$ cat src/design/vbd_pkg.sv
package vbd_pkg;

   // Commands from the controller to the datapath.
   typedef struct packed {
      logic load_sel;   // store the beat as the block selector
      logic load_word;  // start a payload lane
      logic step;       // consume one selector bit and one lane bit
      logic emit;       // the current selector bit closes a column
   } vbd_cmd_type;

   // Status from the datapath to the controller.
   typedef struct packed {
      logic sel_slot;       // next beat is a selector
      logic block_sel_zero; // block selector holds no columns
      logic bit_now;        // low bit of the working selector
      logic sel_rest_zero;  // no selector bits above the low one
      logic out_free;       // result register can take a value this cycle
   } vbd_status_type;

endpackage

$ cat src/design/vbd_ctrl.sv
module vbd_ctrl
   import vbd_pkg::*;
(
   input  logic           clock,
   input  logic           reset,
   input  logic           req_valid,
   output logic           req_stall,
   input  vbd_status_type status,
   output vbd_cmd_type    cmd
);

   typedef enum logic {
      ST_IDLE,
      ST_RUN
   } state_type;

   state_type state_ff;
   state_type state_in;

   always_comb begin
      cmd      = '0;
      state_in = state_ff;
      case (state_ff)
         ST_IDLE: begin
            if (req_valid) begin
               if (status.sel_slot) begin
                  cmd.load_sel = 1'b1;
               end else begin
                  cmd.load_word = 1'b1;
                  if (!status.block_sel_zero) begin
                     state_in = ST_RUN;
                  end
               end
            end
         end
         ST_RUN: begin
            if (!status.bit_now) begin
               cmd.step = 1'b1;
            end else if (status.out_free) begin
               cmd.step = 1'b1;
               cmd.emit = 1'b1;
               if (status.sel_rest_zero) begin
                  state_in = ST_IDLE;
               end
            end
         end
         default: begin
            state_in = ST_IDLE;
         end
      endcase
   end

   always_ff @(posedge clock) begin
      if (reset) begin
         state_ff <= ST_IDLE;
      end else begin
         state_ff <= state_in;
      end
   end

   assign req_stall = (state_ff != ST_IDLE);

endmodule

$ cat src/design/vbd_datapath.sv
module vbd_datapath
   import vbd_pkg::*;
#(
   parameter int LANES     = 16,
   parameter int WORD_BITS = 32
) (
   input  logic           clock,
   input  logic           reset,
   input  logic [31:0]    req_input_word,
   input  vbd_cmd_type    cmd,
   output vbd_status_type status,
   output logic           rsp_valid,
   input  logic           rsp_stall,
   output logic [31:0]    rsp_decoded_value,
   output logic [8:0]     rsp_position,
   output logic           rsp_last_of_lane
);

   localparam int SLOT_W = $clog2(LANES + 1);
   localparam int K_W    = (WORD_BITS > 1) ? $clog2(WORD_BITS) : 1;

   logic [SLOT_W-1:0]    slot_ff;
   logic [WORD_BITS-1:0] block_sel_ff;
   logic [WORD_BITS-1:0] sel_ff;
   logic [WORD_BITS-1:0] word_ff;
   logic [WORD_BITS-1:0] col_word_ff;
   logic [K_W-1:0]       k_ff;
   logic [8:0]           pos_ff;

   logic                 rsp_valid_ff;
   logic [31:0]          rsp_value_ff;
   logic [8:0]           rsp_pos_ff;
   logic                 rsp_last_ff;

   logic [WORD_BITS+31:0] in_ext;
   logic [WORD_BITS-1:0]  word_in;
   logic [K_W:0]          col_width;
   logic [WORD_BITS-1:0]  col_mask;
   logic [WORD_BITS+31:0] value_ext;

   // Widen before cutting so that any word width maps onto the 32-bit ports.
   assign in_ext    = {{WORD_BITS{1'b0}}, req_input_word};
   assign word_in   = in_ext[WORD_BITS-1:0];
   assign col_width = {1'b0, k_ff} + (K_W + 1)'(1);
   // A shift by the full word width clears all bits, so the mask is all ones.
   assign col_mask  = ~({WORD_BITS{1'b1}} << col_width);
   assign value_ext = {32'd0, col_word_ff & col_mask};

   always_ff @(posedge clock) begin
      if (reset) begin
         slot_ff      <= '0;
         block_sel_ff <= '0;
      end else if (cmd.load_sel) begin
         block_sel_ff <= word_in;
         slot_ff      <= SLOT_W'(1);
      end else if (cmd.load_word) begin
         slot_ff <= (slot_ff >= SLOT_W'(LANES)) ? '0 : slot_ff + SLOT_W'(1);
      end
   end

   always_ff @(posedge clock) begin
      if (cmd.load_word) begin
         word_ff     <= word_in;
         col_word_ff <= word_in;
         sel_ff      <= block_sel_ff;
         k_ff        <= '0;
         pos_ff      <= 9'(slot_ff - SLOT_W'(1));
      end else if (cmd.step) begin
         sel_ff  <= sel_ff >> 1;
         word_ff <= word_ff >> 1;
         if (cmd.emit) begin
            k_ff        <= '0;
            col_word_ff <= word_ff >> 1;
            pos_ff      <= pos_ff + 9'(LANES);
         end else begin
            k_ff <= k_ff + K_W'(1);
         end
      end
   end

   always_ff @(posedge clock) begin
      if (reset) begin
         rsp_valid_ff <= 1'b0;
      end else if (cmd.emit) begin
         rsp_valid_ff <= 1'b1;
      end else if (!rsp_stall) begin
         rsp_valid_ff <= 1'b0;
      end
   end

   always_ff @(posedge clock) begin
      if (cmd.emit) begin
         rsp_value_ff <= value_ext[31:0];
         rsp_pos_ff   <= pos_ff;
         rsp_last_ff  <= status.sel_rest_zero;
      end
   end

   assign status.sel_slot       = (slot_ff == '0);
   assign status.block_sel_zero = (block_sel_ff == '0);
   assign status.bit_now        = sel_ff[0];
   assign status.sel_rest_zero  = ((sel_ff >> 1) == '0);
   assign status.out_free       = !rsp_valid_ff || !rsp_stall;

   assign rsp_valid         = rsp_valid_ff;
   assign rsp_decoded_value = rsp_value_ff;
   assign rsp_position      = rsp_pos_ff;
   assign rsp_last_of_lane  = rsp_last_ff;

endmodule

$ cat src/design/vertical_bitpack_integer_decoder.sv
// Channel   Direction  Handshake             Payload
// req_      in         req_valid/req_stall   req_input_word[31:0]
// rsp_      out        rsp_valid/rsp_stall   rsp_decoded_value[31:0], rsp_position[8:0],
//                                            rsp_last_of_lane
//
// A selector beat is taken straight into the selector register. A payload beat is loaded and then
// walked over the selector bit by bit up to its highest set bit; this bit-serial walk of the
// selector yields at most one value a cycle, and none while the result is stalled.
// Reset is synchronous and active high; it clears the slot count, selector and result valid.
// A stalled result holds the walk at the next column end; req_stall is high during a walk.
module vertical_bitpack_integer_decoder
   import vbd_pkg::*;
#(
   parameter int LANES     = 16,
   parameter int WORD_BITS = 32
) (
   input  logic        clock,
   input  logic        reset,
   input  logic        req_valid,
   output logic        req_stall,
   input  logic [31:0] req_input_word,
   output logic        rsp_valid,
   input  logic        rsp_stall,
   output logic [31:0] rsp_decoded_value,
   output logic [8:0]  rsp_position,
   output logic        rsp_last_of_lane
);

   vbd_cmd_type    cmd;
   vbd_status_type status;

   vbd_ctrl u_ctrl (
      .clock     (clock),
      .reset     (reset),
      .req_valid (req_valid),
      .req_stall (req_stall),
      .status    (status),
      .cmd       (cmd)
   );

   vbd_datapath #(
      .LANES     (LANES),
      .WORD_BITS (WORD_BITS)
   ) u_datapath (
      .clock             (clock),
      .reset             (reset),
      .req_input_word    (req_input_word),
      .cmd               (cmd),
      .status            (status),
      .rsp_valid         (rsp_valid),
      .rsp_stall         (rsp_stall),
      .rsp_decoded_value (rsp_decoded_value),
      .rsp_position      (rsp_position),
      .rsp_last_of_lane  (rsp_last_of_lane)
   );

endmodule

$ cat config.mk
export PLATFORM = sky130hd
export DESIGN_NAME = vertical_bitpack_integer_decoder
export DESIGN_NICKNAME = d
export VERILOG_FILES = /design/src/design/vbd_pkg.sv /design/src/design/vbd_ctrl.sv /design/src/design/vbd_datapath.sv /design/src/design/vertical_bitpack_integer_decoder.sv
export SDC_FILE = /design/constraint.sdc
export NUM_CORES = 1
export LEC_CHECK = 0
export ABC_AREA = 1
export BUFFER_PORTS_ARGS = -buffer_cell sky130_fd_sc_hd__buf_2
export CAP_MARGIN = 15
export CORE_MARGIN = 2
export CORE_UTILIZATION = 36
export DETAILED_ROUTE_END_ITERATION = 6
export HOLD_SLACK_MARGIN = 0.03
export PLACE_DENSITY = 0.57
export SLEW_MARGIN = 10
export SYNTH_ARGS = -nofsm -noshare
export SYNTH_HDL_FRONTEND = slang
export SYNTH_SLANG_ARGS = --single-unit
$ cat constraint.sdc
create_clock -name clock -period 5.5 [get_ports clock]
set_input_delay 1.1 -clock clock [delete_from_list [all_inputs] [get_ports clock]]
set_output_delay 1.1 -clock clock [all_outputs]
set_load 0.01 [all_outputs]
==> impl_metrics.tcl, run 1 <==
set metrics [dict create \
    run_status "complete, no violations" \
    cp-end-kind "register" \
    synth_top_area_share_pct 57.4 \
    dieWidth_microns 150 \
    rsz0062_at_grt "no" \
    ant_nets 0 \
    vias_per_cell 4.72 \
    cts_resized 0 \
    tightest_slew_ns 1.07 \
    final-hold-violation-count 0 \
    grt.overflow.total 0 \
    crit_type "in2reg" \
    detailed_place_hpwl_microns 11000 \
    layout_common_cells "175 x nand2_1, 146 x edfxtp_1, 79 x o21ai_0, 79 x buf_2, 60 x nor2_1" \
    nNetsFinal 820 \
    clock_skew_ns 0.0128 \
    ir_worst_vdd_v 0.000172 \
    clk_latency_ns 0.44 \
    clk_pin_slew_ns 0.07 \
    critPathLaunchType "input port" \
    fmax_mhz 341 \
    path_max_fanout 45 \
    synth-edff-count 146 \
    ys_seq_elements 190 \
    syn_avg_cell_area_sq_um 10.9 \
    core_area_sq_um 20900 \
    cts_buffers 17 \
    final_common_cell "nand2_1" \
    reg2reg_slack_ns 2.67 \
    setup_viol 0 \
    drt-initial-drc-count 480 \
    cts.path.max_buffers 2 \
    synth.mux.area_fraction_pct 0 \
    leakagePower_nw 3.46 \
    synth_xor_xnor_area_share_pct 0.688 \
    crit_chain "buf_2, inv_1, nor2_2, nand2_2, nand2_2, buf_4" \
    synthTopCellsByArea "edfxtp_1 57%, dfxtp_1 12%, nand2_1 8.7%" \
    cp_slowest_cell "nand2_2" \
    slew_headroom_pct 28.4 \
    track_usage_pct 15.1 \
    synth.distinct_cells 34 \
    drcViolationCount 0 \
    cp.arrival_ns 3.04 \
    min_from "u_datapath.pos_ff[3]" \
    vias 5019 \
    synth_compound_area_share_pct 10.2 \
    wirelength_microns 16200 \
    areaGrowthSynthToFinish_pct 15.7 \
    synth_ff_type "edfxtp_1" \
    initial_core_util_pct 36.5 \
    postCtsSetupRepairBufs 0 \
    first_pass_iters 6 \
    antenna_found_initial 0 \
    place_congestion 0.797 \
    postCtsHoldBufs 0 \
    cts_max_level 4 \
    hp-class "reg2reg" \
    synth_top_family_by_area "simple AND/OR/NAND/NOR gates" \
    r2r_end "u_datapath.sel_ff[25]" \
    synthCells 703 \
    synth-simple-area-share_pct 13.6 \
    cts_tree "built" \
    die_h_microns 150 \
    synthAdderAreaFrac_pct 1.31 \
    yosysTopAreaCell "edfxtp_1" \
    dieArea_sq_um 22400 \
    grt_pass1_wl_microns 25400 \
    synth_area_sq_um 7630 \
    hold_path_end "u_datapath.rsp_position[3]" \
    fin_crit_sh_pct 53.3 \
    critical_path_required_ns 5.61 \
    placed_area_sq_um 8250 \
    crit_top_cell "nand2_2" \
    maxCapViolCount 0 \
    ys.warnings.count 0 \
    ios 80 \
    synthArstFlopShare_pct 0 \
    whs_path_depth 0 \
    cts_sinks 190 \
    grt_max_degree 89 \
    clock_tree.root_cell "clkbuf_16" \
    min_period_ns 2.93 \
    wl_per_cell_microns 15.2 \
    n_antenna_cell 0 \
    reg2reg_depth 6 \
    grt_pass1_vias 4728 \
    max_stage_delay_ns 0.90 \
    drive_above_1_share_pct 16.1 \
    num_rows 53 \
    slew_violations 0 \
    final_area_sq_um 8830 \
    timing.rr.start "u_datapath.slot_ff[0]" \
    io_buffers 79 \
    tns_ns 0 \
    syn_nets 747 \
    p_per_area_nw_per_um2 389 \
    seq_area_frac_synth_pct 69.0 \
]
## synth_stat cells (5+ instances only)
| cell type | count |
|---|---|
| a21boi_1 | 7 |
| a21oi_1 | 41 |
| a31oi_1 | 5 |
| buf_2 | 17 |
| clkbuf_1 | 6 |
| dfxtp_1 | 44 |
| edfxtp_1 | 146 |
| ha_1 | 8 |
| inv_1 | 60 |
| nand2_1 | 177 |
| nand3_1 | 14 |
| nor2_1 | 60 |
| o21ai_0 | 79 |
## registers in the layout, summed over array words and instances, names as in the netlist, 5 cells and up
register and cells:
u_datapath.col_word_ff 32, u_datapath.slot_ff 5, u_datapath.sel_ff 32, u_datapath.k_ff 5, u_datapath.pos_ff 9, u_datapath.block_sel_ff 32, u_datapath.word_ff 31, u_datapath.rsp_decoded_value 32
u_datapath.rsp_position 9
## per-stage QoR
step	hold WS (ns)	util, %	setup slack, ns	power, mW	std cells
final	0.429	42.3	2.57	3.44	1064
after global routing	0.440	42.3	2.35	3.59	1064
after CTS	0.428	42.3	2.53	3.47	1064
after detailed placement	0.411	39.5	2.08	2.26	1032
after global placement	0.416	39.5	2.04	2.26	1032
after floorplan	0.400	-	2.18	2.12	703
## worst max-delay path by stage
stage,startpoint,endpoint,cells past startpoint
floorplan,req_valid,u_datapath.sel_ff[0],5
global placement,req_valid,u_datapath.pos_ff[6],7
detailed placement,req_valid,u_datapath.sel_ff[25],6
CTS,req_valid,u_datapath.sel_ff[25],6
global route,req_valid,u_datapath.sel_ff[25],6
finish,req_valid,u_datapath.sel_ff[25],6
## report_power, final
part	switching, mW	total, mW	leakage (nW)	internal, mW
clock network	0.566	1.21	0.279	0.643
registers	0.0648	1.82	1.73	1.76
logic	0.286	0.408	1.45	0.121
## logic make-up after synthesis
group / Yosys count
simple gates: 261
flops: 190
compound gates: 145
buf+inv: 93
xor+xnor: 6
fa+ha+maj: 8
## per-layer routing
| metal | vias to the layer above | track usage (%) | routed length (microns) |
|---|---|---|---|
| li1 | 2528 | - | - |
| met1 | 2338 | 21.6 | 7940 |
| met2 | 124 | 21.7 | 7050 |
| met3 | 29 | 3.14 | 689 |
| met4 | 0 | 7.76 | 477 |
| met5 | - | 0 | 0 |
## worst max-delay path, delay by kind of cell
family                 cells  cell delay [ns]
AND/OR/NAND/NOR            3             1.37
buffers and inverters      3             0.55
## area by class of cell
cell class	instances	area (sq um)
multi-input combinational	420	1970
timing repair buffer	84	433
clock inverter	14	154
clock buffer	18	429
inverter	63	236
sequential	190	5270
fill	1980	12100
tap	275	344
(Power assumes the default switching activity.)
==> run 2, diff against run 1 <==
==> constraint.sdc (replaced) <==
create_clock -name clock -period 2.7 [get_ports clock]
set_input_delay 0.54 -clock clock [delete_from_list [all_inputs] [get_ports clock]]
set_output_delay 0.54 -clock clock [all_outputs]
set_load 0.01 [all_outputs]
==> impl_metrics.tcl, run 2 (same netlist as run 1, synthesis figures left out) <==
set metrics [dict create \
    run_status "complete, no violations" \
    max_stage_delay_ns 0.66 \
    timing.rr.start "u_datapath.slot_ff[0]" \
    layout_common_cells "175 x nand2_1, 146 x edfxtp_1, 79 x o21ai_0, 79 x buf_2, 60 x nor2_1" \
    n_antenna_cell 0 \
    crit_buf_inv 2 \
    fmax_mhz 472 \
    power_frac_clock_pct 36.2 \
    core_area_sq_um 20900 \
    tns_ns 0 \
    hold_path_end "u_ctrl.req_stall" \
    min_period_ns 2.12 \
    placed_area_sq_um 8330 \
    grt_max_degree 75 \
    drt-initial-drc-count 492 \
    fin_crit_sh_pct 78.5 \
    switchingPower_mw 1.83 \
    crit_top_cell "nand2_2" \
    die_h_microns 150 \
    clock_tree.root_cell "clkbuf_16" \
    cts_max_level 4 \
    p_per_area_nw_per_um2 801 \
    whs_path_depth 2 \
    r2r_end "u_datapath.word_ff[12]" \
    min_from "reset" \
    rsz0062_at_grt "no" \
    cp-startpoint "u_datapath.slot_ff[0]" \
    path_max_fanout 65 \
    final-hold-violation-count 0 \
    dp_cells 1036 \
    dieWidth_microns 150 \
    clk_pin_slew_ns 0.07 \
    vias 5017 \
    maxCapViolCount 0 \
    track_usage_pct 14.9 \
    postCtsHoldBufs 0 \
    switching_share_pct 25.6 \
    num_rows 53 \
    reg2reg_slack_ns 0.58 \
    seqCellArea_sq_um 5270 \
    critical_path_required_ns 2.76 \
    fin_cells 1068 \
    cp_slowest_cell "buf_4" \
    drcViolationCount 0 \
    cts_buffers 17 \
    drive_above_1_share_pct 16.5 \
    tightest_slew_ns 0.880 \
    slew_violations 0 \
    critical-path-top-delay-family "buffers and inverters" \
    ios 80 \
    cts.path.max_buffers 2 \
    clock_skew_ns 0.00650 \
    p_int_mw 5.33 \
    cts_tree "built" \
    detailed_place_hpwl_microns 11100 \
    fillers 2015 \
    areaGrowthSynthToFinish_pct 17.1 \
    initial_core_util_pct 36.5 \
    final_common_cell "nand2_1" \
    hp-class "in2reg" \
    crit_type "reg2reg" \
    crit_chain "inv_1, ha_1, nand3_1, nand2_2, nand2_2, buf_4" \
    io_buffers 79 \
    final_area_sq_um 8940 \
    ir_worst_vdd_v 0.000381 \
    antenna_found_initial 0 \
    cts_resized 0 \
    ant_nets 0 \
    postCtsSetupRepairBufs 0 \
    setup_viol 0 \
    seq_power_share_pct 51.8 \
    nNetsFinal 824 \
    grt_pass1_wl_microns 25000 \
    leakagePower_nw 3.51 \
    first_pass_iters 5 \
    multiInputGateArea_sq_um 1970 \
    wirelength_microns 16100 \
    cts_sinks 190 \
    wl_per_cell_microns 15.0 \
    critPathLaunchType "register" \
    dieArea_sq_um 22400 \
    place_congestion 0.795 \
    grt.overflow.total 0 \
    vias_per_cell 4.70 \
    clk_latency_ns 0.43 \
    grt_pass1_vias 4636 \
    pwr-share-comb_pct 12.0 \
    cp-end-kind "register" \
    slew_headroom_pct 41.3 \
    cp.arrival_ns 2.18 \
    reg2reg_depth 6 \
]
run 2: changes by cell type in the layout (fill, tap and decap cells not counted), sizes merged:
cell / change
buf: +4
bufinv: +2
clkinv: -2
run 2: routing by layer:
| metal | GRT usage [%] | vias to the layer above | part of all wire (%) | routed length [microns] |
|---|---|---|---|---|
| met2 | 21.5 | 139 | 44 | 7110 |
| met4 | 6.71 | 0 | 2.6 | 414 |
| li1 | - | 2522 | - | - |
| met3 | 3.14 | 24 | 4.8 | 775 |
| met1 | 21.4 | 2332 | 48 | 7760 |
| met5 | 0 | - | 0 | 0 |
run 2: stage by stage:
step / util [%] / total power [mW] / setup WS, ns / hold WS, ns
final: 42.8 / 7.16 / 0.581 / 0.319
after global routing: 42.8 / 7.48 / 0.465 / 0.322
after CTS: 42.8 / 7.23 / 0.596 / 0.304
after detailed placement: 39.9 / 4.63 / 0.492 / 0.412
after global placement: 39.9 / 4.62 / 0.538 / 0.408
after floorplan: - / 4.32 / 0.383 / 0.400
run 2: final cells by class:
| cell class | instances | area share, % |
|---|---|---|
| Sequential cell | 190 | 58.9 |
| Multi-Input combinational cell | 420 | 22.1 |
| Timing Repair Buffer | 88 | 5.74 |
| Clock buffer | 18 | 4.80 |
| Tap cell | 275 | 3.85 |
| Inverter | 63 | 2.65 |
| Clock inverter | 14 | 2.00 |
run 2: worst max path at each step:
stage                                            to  cells after the start  slack, ns
after floorplan           u_datapath.col_word_ff[0]                      7       0.38
after global placement        u_datapath.sel_ff[11]                      5       0.54
after detailed placement      u_datapath.sel_ff[11]                      5       0.49
after CTS                     u_datapath.sel_ff[21]                      6       0.60
after global routing          u_datapath.sel_ff[14]                      6       0.46
final                        u_datapath.word_ff[12]                      6       0.58
run 2: power groups by stage:
stage | combinational, mW | sequential, mW | clock, mW
6_report | 0.856 | 3.71 | 2.59
5_1_grt | 0.980 | 3.74 | 2.77
4_1_cts | 0.868 | 3.71 | 2.65
3_5_place_dp | 0.863 | 3.77 | 0
3_3_place_gp | 0.853 | 3.77 | 0
2_1_floorplan | 0.570 | 3.75 | 0
